===== config.mk =====
export PLATFORM = sky130hd
export DESIGN_NAME = fixed_partition_fit_allocator_core
export DESIGN_NICKNAME = d
export VERILOG_FILES = /design/src/sv/fpfa_pkg.sv /design/src/sv/fpfa_ctrl.sv /design/src/sv/fpfa_dp.sv /design/src/sv/fixed_partition_fit_allocator_core.sv
export SDC_FILE = /design/constraint.sdc
export NUM_CORES = 1
export LEC_CHECK = 0
export BUFFER_PORTS_ARGS = -buffer_cell sky130_fd_sc_hd__buf_2
export CORE_UTILIZATION = 29
export CTS_BUF_LIST = sky130_fd_sc_hd__clkbuf_8
export CTS_CLUSTER_SIZE = 10
export DETAILED_ROUTE_END_ITERATION = 6
export PLACE_DENSITY = 0.39
export SLEW_MARGIN = 10
export SYNTH_ARGS = -nofsm -noshare
export SYNTH_HDL_FRONTEND = slang
export SYNTH_SLANG_ARGS = --single-unit

===== constraint.sdc =====
create_clock -name i_clk -period 6.05 [get_ports i_clk]
set_input_delay 0 -clock i_clk [delete_from_list [all_inputs] [get_ports i_clk]]
set_output_delay 0 -clock i_clk [all_outputs]
set_load 0.005 [all_outputs]

===== src/sv/fpfa_pkg.sv =====
// ----------------------------------------------------------------------------
// fpfa_pkg
// Shared types and constants of the fixed-partition fit allocator.
// ----------------------------------------------------------------------------
`default_nettype none

package fpfa_pkg;

    // Store geometry
    localparam int NUM_PARTS = 16;
    localparam int SIZE_W    = 16;
    localparam int IDX_W     = 4;                       // partition_index field
    localparam int CNT_W     = $clog2(NUM_PARTS + 1);   // holds 0..NUM_PARTS

    // Configuration port
    localparam int CFG_ADDR_W = 1;
    localparam int CFG_DATA_W = 5;
    localparam int PIU_W      = 5;                      // partitions_in_use width
    localparam logic [CFG_ADDR_W-1:0] CFG_FIT_POLICY   = 1'd0;
    localparam logic [CFG_ADDR_W-1:0] CFG_PARTS_IN_USE = 1'd1;
    localparam logic [PIU_W-1:0]      PIU_RESET        = 5'd16;

    // Stream words
    localparam int S_DATA_W = 24;   // partition_index, amount, zero pad
    localparam int M_DATA_W = 24;   // placed_partition, left_after, zero pad

    // Request kinds
    localparam logic REQ_LOAD  = 1'b0;
    localparam logic REQ_ALLOC = 1'b1;

    typedef enum logic [1:0] {
        POL_FIRST = 2'd0,
        POL_NEXT  = 2'd1,
        POL_BEST  = 2'd2,
        POL_WORST = 2'd3
    } t_policy;

    // Controller -> datapath
    typedef struct packed {
        logic capture;
        logic scan_init;
        logic scan_step;
        logic commit;
    } t_cmd;

    // Datapath -> controller
    typedef struct packed {
        logic is_load;
        logic n_zero;
        logic scan_last;
        logic out_free;
    } t_sts;

endpackage

`default_nettype wire


===== src/sv/fpfa_ctrl.sv =====
// ----------------------------------------------------------------------------
// fpfa_ctrl
// Sequencer: capture, scan over the partitions (allocations only), commit into the output stage.
// ----------------------------------------------------------------------------
`default_nettype none

module fpfa_ctrl (
    input  wire            i_clk,
    input  wire            i_rst_n,
    input  wire            i_s_tvalid,
    output logic           o_s_tready,
    input  fpfa_pkg::t_sts i_sts,
    output fpfa_pkg::t_cmd o_cmd
);

    typedef enum logic [1:0] {
        ST_IDLE,
        ST_INIT,
        ST_SCAN,
        ST_COMMIT
    } t_state;

    t_state r_state;
    logic   r_ready;

    always_comb begin
        o_cmd           = '0;
        o_cmd.capture   = (r_state == ST_IDLE) && r_ready && i_s_tvalid;
        o_cmd.scan_init = (r_state == ST_INIT);
        o_cmd.scan_step = (r_state == ST_SCAN);
        o_cmd.commit    = (r_state == ST_COMMIT) && i_sts.out_free;
    end

    assign o_s_tready = r_ready;

    always_ff @(posedge i_clk) begin
        if (!i_rst_n) begin
            r_state <= ST_IDLE;
            r_ready <= 1'b1;
        end else begin
            case (r_state)
                ST_IDLE: begin
                    if (r_ready && i_s_tvalid) begin
                        r_ready <= 1'b0;
                        r_state <= ST_INIT;
                    end
                end
                ST_INIT: begin
                    // request kind is only known once the word is captured
                    r_state <= (i_sts.is_load || i_sts.n_zero) ? ST_COMMIT : ST_SCAN;
                end
                ST_SCAN: begin
                    if (i_sts.scan_last) begin
                        r_state <= ST_COMMIT;
                    end
                end
                ST_COMMIT: begin
                    if (i_sts.out_free) begin
                        r_state <= ST_IDLE;
                        r_ready <= 1'b1;
                    end
                end
                default: begin
                    r_state <= ST_IDLE;
                    r_ready <= 1'b1;
                end
            endcase
        end
    end

    // Scan always ends in commit, never jumps back to idle mid-search
    a_scan_exit: assert property (@(posedge i_clk) disable iff (!i_rst_n)
        (r_state == ST_SCAN) |=> (r_state == ST_SCAN || r_state == ST_COMMIT))
        else $error("scan left without commit");

    // No new word taken while an item is in flight
    a_ready_idle: assert property (@(posedge i_clk) disable iff (!i_rst_n)
        (r_state != ST_IDLE) |-> !r_ready)
        else $error("ready raised while busy");

    // Commit only issued when the output stage can take it
    a_commit_free: assert property (@(posedge i_clk) disable iff (!i_rst_n)
        o_cmd.commit |-> i_sts.out_free)
        else $error("commit into full output stage");

endmodule

`default_nettype wire


===== src/sv/fpfa_dp.sv =====
// ----------------------------------------------------------------------------
// fpfa_dp
// Capacity store, config registers, one-partition-per-cycle fit scan and
// the result register.
// ----------------------------------------------------------------------------
`default_nettype none

module fpfa_dp (
    input  wire                                  i_clk,
    input  wire                                  i_rst_n,
    // config
    input  wire                                  i_cfg_wr_en,
    input  wire  [fpfa_pkg::CFG_ADDR_W-1:0]      i_cfg_addr,
    input  wire  [fpfa_pkg::CFG_DATA_W-1:0]      i_cfg_data,
    // captured request
    input  wire                                  i_req_type,
    input  wire  [fpfa_pkg::IDX_W-1:0]           i_req_idx,
    input  wire  [fpfa_pkg::SIZE_W-1:0]          i_req_amt,
    // control
    input  fpfa_pkg::t_cmd                       i_cmd,
    output fpfa_pkg::t_sts                       o_sts,
    // result
    input  wire                                  i_out_ready,
    output logic                                 o_out_valid,
    output logic                                 o_granted,
    output logic [fpfa_pkg::IDX_W-1:0]           o_placed,
    output logic [fpfa_pkg::SIZE_W-1:0]          o_left
);

    localparam int NP  = fpfa_pkg::NUM_PARTS;
    localparam int SW  = fpfa_pkg::SIZE_W;
    localparam int IW  = fpfa_pkg::IDX_W;
    localparam int CW  = fpfa_pkg::CNT_W;

    // config
    fpfa_pkg::t_policy          r_policy;
    logic [fpfa_pkg::PIU_W-1:0] r_piu;

    // state
    logic [SW-1:0] r_cap [NP];
    logic [IW-1:0] r_next_ptr;

    // request
    logic          r_type;
    logic [IW-1:0] r_idx;
    logic [SW-1:0] r_amt;

    // scan
    logic [IW-1:0] r_scan;
    logic [CW-1:0] r_cnt;
    logic          r_found;
    logic [IW-1:0] r_best_idx;
    logic [SW-1:0] r_best_val;

    logic [CW-1:0] n_search;
    logic [SW-1:0] cur_cap;
    logic          fits;
    logic          take;
    logic [CW-1:0] scan_inc;
    logic [SW-1:0] left_new;

    // search count, clamped to the store size
    always_comb begin
        if (CW'(r_piu) > CW'(NP)) begin
            n_search = CW'(NP);
        end else begin
            n_search = CW'(r_piu);
        end
    end

    assign cur_cap  = r_cap[r_scan];
    assign fits     = (r_amt <= cur_cap);
    assign take     = fits && (!r_found
                      || (r_policy == fpfa_pkg::POL_BEST  && cur_cap < r_best_val)
                      || (r_policy == fpfa_pkg::POL_WORST && cur_cap > r_best_val));
    assign scan_inc = CW'({1'b0, r_scan}) + CW'(1);
    assign left_new = r_best_val - r_amt;

    always_comb begin
        o_sts           = '0;
        o_sts.is_load   = (r_type == fpfa_pkg::REQ_LOAD);
        o_sts.n_zero    = (n_search == '0);
        o_sts.scan_last = (r_cnt == n_search - CW'(1));
        o_sts.out_free  = !o_out_valid || i_out_ready;
    end

    // config registers
    always_ff @(posedge i_clk) begin
        if (!i_rst_n) begin
            r_policy <= fpfa_pkg::POL_FIRST;
            r_piu    <= fpfa_pkg::PIU_RESET;
        end else if (i_cfg_wr_en) begin
            case (i_cfg_addr)
                fpfa_pkg::CFG_FIT_POLICY:   r_policy <= fpfa_pkg::t_policy'(i_cfg_data[1:0]);
                fpfa_pkg::CFG_PARTS_IN_USE: r_piu    <= i_cfg_data[fpfa_pkg::PIU_W-1:0];
                default: ;
            endcase
        end
    end

    // request capture and scan registers
    always_ff @(posedge i_clk) begin
        if (i_cmd.capture) begin
            r_type <= i_req_type;
            r_idx  <= i_req_idx;
            r_amt  <= i_req_amt;
        end
        if (i_cmd.scan_init) begin
            if (r_policy == fpfa_pkg::POL_NEXT && CW'(r_next_ptr) < n_search) begin
                r_scan <= r_next_ptr;
            end else begin
                r_scan <= '0;
            end
            r_cnt   <= '0;
            r_found <= 1'b0;
        end else if (i_cmd.scan_step) begin
            // walk in search order, wrapping at the search count
            r_scan <= (scan_inc == n_search) ? '0 : scan_inc[IW-1:0];
            r_cnt  <= r_cnt + CW'(1);
            if (take) begin
                r_found    <= 1'b1;
                r_best_idx <= r_scan;
                r_best_val <= cur_cap;
            end
        end
    end

    // capacity store, next-fit pointer, result register
    always_ff @(posedge i_clk) begin
        if (!i_rst_n) begin
            for (int i = 0; i < NP; i++) begin
                r_cap[i] <= '0;
            end
            r_next_ptr  <= '0;
            o_out_valid <= 1'b0;
        end else if (i_cmd.commit) begin
            o_out_valid <= 1'b1;
            o_granted   <= 1'b0;
            o_placed    <= '0;
            o_left      <= '0;
            if (r_type == fpfa_pkg::REQ_LOAD) begin
                if (CW'({1'b0, r_idx}) < CW'(NP)) begin
                    r_cap[r_idx] <= r_amt;
                    r_next_ptr   <= '0;
                    o_granted    <= 1'b1;
                    o_placed     <= r_idx;
                    o_left       <= r_amt;
                end
            end else if (r_found) begin
                r_cap[r_best_idx] <= left_new;
                if (r_policy == fpfa_pkg::POL_NEXT) begin
                    r_next_ptr <= r_best_idx;
                end
                o_granted <= 1'b1;
                o_placed  <= r_best_idx;
                o_left    <= left_new;
            end
        end else if (i_out_ready) begin
            o_out_valid <= 1'b0;
        end
    end

    // Scan position stays within the searched range
    a_scan_range: assert property (@(posedge i_clk) disable iff (!i_rst_n)
        i_cmd.scan_step |-> (CW'({1'b0, r_scan}) < n_search && r_cnt < n_search))
        else $error("scan outside search range");

    // Refused result carries no partition and no remainder
    a_refuse_zero: assert property (@(posedge i_clk) disable iff (!i_rst_n)
        (o_out_valid && !o_granted) |-> (o_placed == '0 && o_left == '0))
        else $error("refused result not zeroed");

    // A held candidate always fits the request, so the subtract never wraps
    a_best_fits: assert property (@(posedge i_clk) disable iff (!i_rst_n)
        (i_cmd.commit && r_type == fpfa_pkg::REQ_ALLOC && r_found) |-> (r_amt <= r_best_val))
        else $error("chosen partition too small");

endmodule

`default_nettype wire


===== src/sv/fixed_partition_fit_allocator_core.sv =====
// ----------------------------------------------------------------------------
// fixed_partition_fit_allocator_core
// Fixed-partition allocator: load capacities, place requests by first, next,
// best or worst fit, report grant, partition and remaining capacity.
// ----------------------------------------------------------------------------
//  channel   dir  tdata (low bit up)                      tuser
//  s (req)   in   [3:0] partition_index, [19:4] amount    req_type
//  m (rsp)   out  [3:0] placed_partition, [19:4] left     granted
//  cfg       in   addr 0 fit_policy[1:0], addr 1 partitions_in_use[4:0]
//
//  Load word: accept, init, commit.
//  Allocate word: accept, init, a scan reading one partition at a time
//  through a single read port, N = min(partitions_in_use, 16) partitions
//  in all (no scan when N is 0), then commit.
//  One word in flight; the next word is accepted while the result waits.
//  A stalled result holds the block in commit until taken.
//  Reset (sync, active low) clears all capacities and the pointer, and sets config to first fit, 16 in use.
// ----------------------------------------------------------------------------
`default_nettype none

module fixed_partition_fit_allocator_core (
    input  wire                                i_clk,
    input  wire                                i_rst_n,
    // request stream
    input  wire                                i_s_tvalid,
    output logic                               o_s_tready,
    input  wire  [fpfa_pkg::S_DATA_W-1:0]      i_s_tdata,   // partition_index, amount, pad
    input  wire                                i_s_tuser,   // req_type
    // result stream
    output logic                               o_m_tvalid,
    input  wire                                i_m_tready,
    output logic [fpfa_pkg::M_DATA_W-1:0]      o_m_tdata,   // placed_partition, left_after, pad
    output logic                               o_m_tuser,   // granted
    // configuration writes
    input  wire                                i_cfg_wr_en,
    input  wire  [fpfa_pkg::CFG_ADDR_W-1:0]    i_cfg_addr,
    input  wire  [fpfa_pkg::CFG_DATA_W-1:0]    i_cfg_data
);

    localparam int IW = fpfa_pkg::IDX_W;
    localparam int SW = fpfa_pkg::SIZE_W;

    fpfa_pkg::t_cmd cmd;
    fpfa_pkg::t_sts sts;

    logic [IW-1:0] placed;
    logic [SW-1:0] left;

    fpfa_ctrl u_ctrl (
        .i_clk      (i_clk),
        .i_rst_n    (i_rst_n),
        .i_s_tvalid (i_s_tvalid),
        .o_s_tready (o_s_tready),
        .i_sts      (sts),
        .o_cmd      (cmd)
    );

    fpfa_dp u_dp (
        .i_clk       (i_clk),
        .i_rst_n     (i_rst_n),
        .i_cfg_wr_en (i_cfg_wr_en),
        .i_cfg_addr  (i_cfg_addr),
        .i_cfg_data  (i_cfg_data),
        .i_req_type  (i_s_tuser),
        .i_req_idx   (i_s_tdata[IW-1:0]),
        .i_req_amt   (i_s_tdata[IW+SW-1:IW]),
        .i_cmd       (cmd),
        .o_sts       (sts),
        .i_out_ready (i_m_tready),
        .o_out_valid (o_m_tvalid),
        .o_granted   (o_m_tuser),
        .o_placed    (placed),
        .o_left      (left)
    );

    // pack result word, pad bits zero
    assign o_m_tdata = {{(fpfa_pkg::M_DATA_W - IW - SW){1'b0}}, left, placed};

endmodule

`default_nettype wire

==> results.py, run 1 <==
metrics = {
    "run_status": {
        "status": "completed",
    },
    "power": {
        "ir_worst_vdd_mv": 0.142,
        "total_power_uw": 8160,
        "powerDensity_nw_per_um2": 417,
        "leakage_uw": 0.00725,
    },
    "yosys": {
        "synth_top_area_share_pct": 58.0,
        "avgSynthCellArea_sq_um": 13.4,
        "ys_ff_latch": 347,
        "synthArstFlopShare_pct": 0,
        "synth_cells": 1243,
        "ys_seq_area_share_pct": 61.0,
        "yosysMostFrequentCell": "edfxtp_1",
        "synth_flop_cell": "edfxtp_1",
        "yosys.area.top_type": "edfxtp_1",
        "synth_top_cells_by_count": "322 x edfxtp_1, 264 x nor2_1, 80 x mux4_2",
        "synth.distinct_cells": 74,
        "ys_warn_count": 0,
        "synthTopCellsByArea": "edfxtp_1 58%, mux4_2 11%, nor2_1 5.9%, ha_1 4.4%, dfxtp_1 3.0%",
        "synth_edf_count": 322,
        "netlist_area_sq_um": 16700,
    },
    "timing": {
        "finClkSkew_ns": 0.0597,
        "relSlewSlack_pct": 20.1,
        "fmax_mhz": 199,
        "final.setup.tns_ns": 0,
        "tightest_slew_ns": 1.18,
        "rsz0062_at_grt": "false",
        "finalHoldViolations": 0,
        "drv_slew": 0,
        "min_period_ns": 5.03,
        "setup_viol": 0,
        "fin_crit_sh_pct": 83.1,
    },
    "setup_path": {
        "regToRegEndpoint": "u_dp.r_best_val[1]$_DFFE_PP_",
        "ff2ff_setup_slack_ns": 1.02,
        "critPathKind": "flip-flop to flip-flop",
        "crit_fanout": 20,
        "crit_path_cell_trace": "buf_4 > mux4_2 > mux4_2 > ha_1 > nor2b_1 > o211ai_1 > a2111oi_0 > a211oi_1 > o21ai_0 > and4_1 > o31a_1",
        "critical_path_arrival_ns": 5.27,
        "cp_slowest_cell": "o31a_1",
        "crit_path_end_kind": "flip-flop",
        "cp_common_cell": "mux4_2",
        "cp_top_family": "compound AO/OA/AOI/OAI gates",
        "required_ns": 6.29,
        "critPathMaxStageDelay_ns": 0.83,
        "path_buf_inv": 1,
        "startpoint_type": "flip-flop",
        "r2r_cells": 11,
    },
    "floorplan": {
        "core_sq_um": 56600,
        "die_h_um": 242,
        "ios": 63,
        "die_area_sq_um": 58400,
        "rows": 87,
        "die_w_um": 242,
        "start_util_pct": 29.4,
    },
    "route": {
        "antenna_left": 0,
        "drtIter0Drc": 691,
        "vias_per_cell": 4.75,
        "routed_wl_mm": 45.5,
        "drc": 0,
        "wire_per_inst_um": 20.8,
        "drt_pass1_iterations": 4,
        "vias": 10400,
    },
    "cells_and_area": {
        "final_util_pct": 34.5,
        "multi_input_area_sq_um": 5920,
        "seq_area_sq_um": 10200,
        "nFillCells": 5596,
        "layout-drive-gt1-share_pct": 21.5,
        "n_antenna_cell": 0,
        "fin_nets": 1476,
        "area_delta_synth_final_pct": 17.3,
    },
    "place": {
        "place.detailed.hpwl_mm": 31.1,
        "portBuffers": 54,
        "place.gp.congestion": 0.748,
    },
    "worst_hold_path": {
        "hold_path_class": "input port to flip-flop",
        "hold_end": "u_dp.r_amt[12]$_DFFE_PP_",
        "worstHoldStart": "i_s_tdata[16]",
        "min_path_cells": 2,
    },
    "global_route": {
        "first_global_vias": 10700,
        "antenna_found_initial": 0,
        "grt_pass1_wl_mm": 69.0,
        "grt-ovfl-total": 0,
        "grt.total_usage_pct": 15.8,
        "grt_max_degree": 33,
    },
    "clock_tree": {
        "cts_max_path_buffers": 3,
        "numCtsBuffers": 68,
        "clk_pin_slew_ns": 0.06,
        "worst_skew_pair.late_latency_ns": 0.65,
        "htreeDepth": 3,
        "cts_num_sinks": 347,
        "clockRootBuffer": "clkbuf_8",
        "cts_tree": "built",
        "ctsResizeCount": 0,
    },
    "run": {
        "drv_cap": 0,
    },
}
-- stage by stage --
stage / area (sq um) / std cells / worst slack [ns] / hold WS (ns)
2_1_floorplan: 16700 / 1246 / 1.84 / 0.0989
3_3_place_gp: 17900 / 2021 / 0.932 / 0.179
3_5_place_dp: 17900 / 2021 / 0.975 / 0.179
4_1_cts: 19500 / 2184 / 0.911 / 0.00411
5_1_grt: 19500 / 2184 / 0.727 / 0.0407
6_report: 19500 / 2184 / 1.02 / 0.0664
-- layout make-up --
class                           instances  area share, %
Clock buffer                           70           4.93
Inverter                               69           1.33
Timing Repair Buffer                  134           5.24
Sequential cell                       347           52.1
Multi-Input combinational cell        761           30.3
Clock inverter                         47           1.31
Tap cell                              756           4.84
-- timing repair --
item                                    4_1_cts  5_1_grt
endpoints found under the setup margin        0        0
hold buffers                                 46        0
endpoints found under the hold margin        36        0
setup buffers                                 0        0
-- where the power goes --
group,internal (uW),switching [uW],total [uW]
registers,2890,225,3120
clock network,1120,1070,2200
logic,1240,1600,2850
-- state kept, by name, summed over array words and instances (netlist names), 2 cells and up, named ones only --
name,cells
u_dp.r_cap,256
u_dp.o_left,16
u_dp.r_amt,16
u_dp.r_best_val,16
u_dp.r_cnt,5
u_dp.r_piu,5
u_dp.o_placed,4
u_dp.r_best_idx,4
u_dp.r_idx,4
u_dp.r_next_ptr,4
u_dp.r_scan,4
u_ctrl.r_state,2
u_dp.r_policy,2
-- cell usage in the layout (no fill, tap or decap), types with 7 or more instances in the layout --
| cell type | netlist | layout |
|---|---|---|
| mux4_2 | 80 | 80 |
| o21ai_0 | 15 | 15 |
| nor2b_1 | 9 | 9 |
| ha_1 | 58 | 58 |
| clkbuf_8 | 0 | 70 |
| buf_2 | 19 | 54 |
| nand2b_1 | 12 | 12 |
| buf_4 | 5 | 31 |
| nand3_1 | 25 | 25 |
| edfxtp_1 | 322 | 322 |
| nor3_1 | 7 | 7 |
| xor2_1 | 11 | 11 |
| nand2_1 | 58 | 58 |
| nand4_1 | 10 | 10 |
| clkinv_2 | 0 | 8 |
| a21oi_1 | 26 | 26 |
| mux2i_1 | 7 | 7 |
| dfxtp_1 | 25 | 23 |
| xnor2_1 | 14 | 14 |
| o22ai_1 | 13 | 13 |
| nor2_1 | 264 | 264 |
| clkinv_1 | 0 | 8 |
| nor2_2 | 21 | 21 |
| dlygate4sd3_1 | 0 | 46 |
| a21o_1 | 9 | 9 |
| inv_1 | 69 | 94 |
| o21a_1 | 9 | 9 |
| a21boi_0 | 9 | 9 |
| o211ai_1 | 7 | 7 |
-- metal layers --
metal | wire (um) | track usage [%] | up-vias
met5 | 0 | 0 | -
met4 | 891 | 4.97 | 0
met3 | 1830 | 3.03 | 70
met2 | 21100 | 25.3 | 196
met1 | 21700 | 21.5 | 5244
li1 | - | - | 4866
-- worst max-delay path by stage --
stage / end / slack, ns / depth (start not counted)
after floorplan: u_dp.r_best_idx[0]$_DFFE_PP_ / 1.84 / 13
after global placement: u_dp.r_best_val[9]$_DFFE_PP_ / 0.93 / 11
after detailed placement: u_dp.r_best_val[9]$_DFFE_PP_ / 0.97 / 11
after CTS: u_dp.r_best_val[1]$_DFFE_PP_ / 0.91 / 11
after global routing: u_dp.r_best_val[1]$_DFFE_PP_ / 0.73 / 11
final: u_dp.r_best_val[1]$_DFFE_PP_ / 1.02 / 11
-- cell families after synthesis --
| family | after synthesis | share of synthesized area [%] |
|---|---|---|
| flops | 347 | 61.0 |
| compound gates | 143 | 6.38 |
| xor+xnor | 26 | 1.41 |
| buf+inv | 138 | 3.50 |
| other cells | 1 | 0.0225 |
| simple gates | 435 | 11.5 |
| mux | 94 | 11.7 |
| fa+ha+maj | 59 | 4.47 |
-- worst reg2reg max path, stage by stage (launching register included) --
cell       delay [ns]
dfxtp_4          0.53
buf_4            0.41
mux4_2           0.58
mux4_2           0.56
ha_1             0.33
nor2b_1          0.14
o211ai_1         0.13
a2111oi_0        0.60
a211oi_1         0.10
o21ai_0          0.18
and4_1           0.25
o31a_1           0.83
No activity file was read; power rests on OpenSTA's default activity.
==> run 2, diff against run 1 <==
--- a/config.mk
+++ b/config.mk
@@ -5,12 +5,13 @@
 export SDC_FILE = /design/constraint.sdc
 export NUM_CORES = 1
 export LEC_CHECK = 0
+export ABC_AREA = 1
 export BUFFER_PORTS_ARGS = -buffer_cell sky130_fd_sc_hd__buf_2
 export CORE_UTILIZATION = 29
 export CTS_BUF_LIST = sky130_fd_sc_hd__clkbuf_8
 export CTS_CLUSTER_SIZE = 10
 export DETAILED_ROUTE_END_ITERATION = 6
-export PLACE_DENSITY = 0.39
+export PLACE_DENSITY = 0.41
 export SLEW_MARGIN = 10
 export SYNTH_ARGS = -nofsm -noshare
 export SYNTH_HDL_FRONTEND = slang
==> constraint.sdc (replaced) <==
create_clock -name i_clk -period 4.55 [get_ports i_clk]
set_input_delay 0 -clock i_clk [delete_from_list [all_inputs] [get_ports i_clk]]
set_output_delay 0 -clock i_clk [all_outputs]
set_load 0.005 [all_outputs]
==> results.py, run 2 <==
metrics = {
    "yosys": {
        "yosys.area.top_type": "edfxtp_1",
        "synth_flop_cell": "edfxtp_1",
        "ys_seq_area_share_pct": 58.6,
        "yosysMostFrequentCell": "edfxtp_1",
        "ys_warn_count": 0,
        "ys_ff_latch": 347,
        "synthTopCellsByArea": "edfxtp_1 56%, nor2_1 5.6%, a21oi_1 4.8%, ha_1 4.2%, nand2_1 4.1%",
        "synth.distinct_cells": 43,
        "netlist_area_sq_um": 17400,
        "synthArstFlopShare_pct": 0,
        "avgSynthCellArea_sq_um": 10.2,
        "synth_top_cells_by_count": "322 x edfxtp_1, 260 x nor2_1, 188 x nand2_1",
        "synth_top_area_share_pct": 55.7,
        "synth_edf_count": 322,
        "synth_cells": 1701,
    },
    "global_route": {
        "grt_pass1_wl_mm": 78.5,
        "first_global_vias": 12800,
        "antenna_found_initial": 3,
        "grt-ovfl-total": 0,
        "grt.total_usage_pct": 17.4,
        "grt_max_degree": 65,
    },
    "timing": {
        "fmax_mhz": 259,
        "drv_slew": 0,
        "relSlewSlack_pct": 26.4,
        "finClkSkew_ns": 0.0315,
        "tightest_slew_ns": 1.10,
        "fin_crit_sh_pct": 85.0,
        "min_period_ns": 3.87,
        "final.setup.tns_ns": 0,
        "setup_slack_ns": 0.684,
        "whs_ns": 0.0562,
        "rsz0062_at_grt": "false",
        "setup_viol": 0,
        "finalHoldViolations": 0,
    },
    "cells_and_area": {
        "layout.cells.most_common_list": "322 x edfxtp_1, 259 x nor2_1, 201 x inv_1",
        "fin_nets": 1919,
        "area_delta_synth_final_pct": 16.2,
        "largest_register_ffs": 256,
        "layout-drive-gt1-share_pct": 11.2,
        "layout_commonest_cell": "edfxtp_1",
        "nFillCells": 6027,
        "top_register": "u_dp.r_cap",
    },
    "place": {
        "place.gp.congestion": 0.840,
        "place_ws_ns": 0.686,
        "place.detailed.hpwl_mm": 33.4,
        "portBuffers": 54,
    },
    "floorplan": {
        "core_sq_um": 59100,
        "die_w_um": 247,
        "die_h_um": 247,
        "start_util_pct": 29.4,
        "die_area_sq_um": 60900,
        "ios": 63,
        "rows": 89,
    },
    "power": {
        "powerDensity_nw_per_um2": 560,
        "leakage_uw": 0.00817,
        "power_frac_comb_pct": 39.6,
        "total_power_uw": 11300,
        "swShare_pct": 40.9,
        "ir_worst_vdd_mv": 0.302,
        "seqPwrFrac_pct": 36.4,
        "p_sw_uw": 4620,
        "intPower_uw": 6680,
        "clockPowerShare_pct": 23.9,
    },
    "setup_path": {
        "required_ns": 4.91,
        "crit_fanout": 48,
        "ff2ff_setup_slack_ns": 0.68,
        "startpoint_type": "flip-flop",
        "critPathKind": "flip-flop to flip-flop",
        "critical_path_arrival_ns": 4.23,
        "crit_path_end_kind": "flip-flop",
    },
    "route": {
        "antenna_left": 0,
        "drtIter0Drc": 885,
        "drc": 0,
        "routed_wl_mm": 52.1,
        "drt_pass1_iterations": 5,
        "vias_per_cell": 4.78,
        "vias": 12600,
        "wire_per_inst_um": 19.7,
    },
    "clock_tree": {
        "numCtsBuffers": 61,
        "htreeDepth": 2,
        "clk_pin_slew_ns": 0.06,
        "cts_num_sinks": 347,
        "clockRootBuffer": "clkbuf_8",
        "worst_skew_pair.late_latency_ns": 0.68,
        "cts_tree": "built",
        "cts_max_path_buffers": 3,
        "post-cts-setup-buffers": 0,
    },
    "worst_hold_path": {
        "hold_path_class": "input port to flip-flop",
    },
    "run_status": {
        "status": "completed",
    },
    "run": {
        "drv_cap": 0,
    },
}
## run 2: cell types whose count changed after synthesis, sizes merged, moves of 56 or more
cell and change:
nand2 +148, a21oi +141, o21ai +120, inv +113
mux4 -80, o211ai +58, mux2i +56
## run 2: power groups by stage
stage               logic (uW)  clock network [uW]  registers, uW
finish                    4480                2710           4120
global route              5020                2930           4160
global placement          4430                   0           4190
detailed placement        4470                   0           4190
floorplan                 2980                   0           4050
CTS                       4520                2810           4130
## run 2: worst paths after layout
check | from | endpoint | depth (start not counted)
setup / recovery | flip-flop | u_dp.r_best_val[12]$_DFFE_PP_ | 15
hold reg to reg | u_dp.r_cnt[4]$_SDFFE_PP0P_ | u_dp.r_cnt[4]$_SDFFE_PP0P_ | 1
setup reg to reg | flip-flop | u_dp.r_best_val[12]$_DFFE_PP_ | 15
hold / removal | i_s_tdata[16] | u_dp.r_amt[12]$_DFFE_PP_ | 2
## run 2: per-stage QoR
step / utilization [%] / cells / cell area [sq um]
floorplan: - / 1704 / 17400
global placement: 31.3 / 2476 / 18500
detailed placement: 31.3 / 2476 / 18500
CTS: 34.1 / 2644 / 20200
global route: 34.1 / 2645 / 20200
finish: 34.1 / 2645 / 20200
## run 2: cell type report
cell class / instances / area, sq um / area share (%)
Sequential cell: 347 / 10200 / 50.4
Multi-Input combinational cell: 1079 / 6010 / 29.8
Timing Repair Buffer: 151 / 1220 / 6.04
Tap cell: 773 / 967 / 4.79
Clock buffer: 65 / 895 / 4.43
Inverter: 184 / 691 / 3.42
Clock inverter: 45 / 213 / 1.05
Antenna cell: 1 / 2.50 / 0.0124
## run 2: kinds of logic (layout without fill, tap and decap cells)
logic type,Yosys count,in the layout,share of synthesized area [%]
AO/OA/AOI/OAI,388,388,12.4
adder cells (fa/ha/maj),59,59,4.30
XOR/XNOR,9,9,0.454
other,1,5,0.0216
buffers and inverters,278,445,6.95
flip-flops,347,347,58.6
AND/OR/NAND/NOR,555,555,13.6
multiplexers,64,64,3.69
## run 2: worst max-delay path, cell delays in order (launching register included)
cell and delay (ns):
dfxtp_4 0.64, buf_12 0.33, o21ai_0 0.19, o211ai_1 0.11, nand3_1 0.26, nand2_1 0.27, inv_1 0.07, ha_1 0.29
nand2_1 0.10, nor4_1 0.39, buf_4 0.19, nand3_1 0.06, nand2_1 0.12, nand2_1 0.11, nor2_2 0.17, buf_12 0.19
## run 2: routing by layer
metal / track usage, % / up-vias / routed length [um]
li1: - / 6129 / -
met1: 23.4 / 6179 / 24000
met2: 28.0 / 258 / 24200
met3: 3.57 / 75 / 2760
met4: 5.30 / 2 / 1150
met5: 0 / - / 8
## run 2: repair_timing
item	CTS	global route
gates resized for setup	0	0
hold endpoints to repair	57	0
hold buffers	58	0
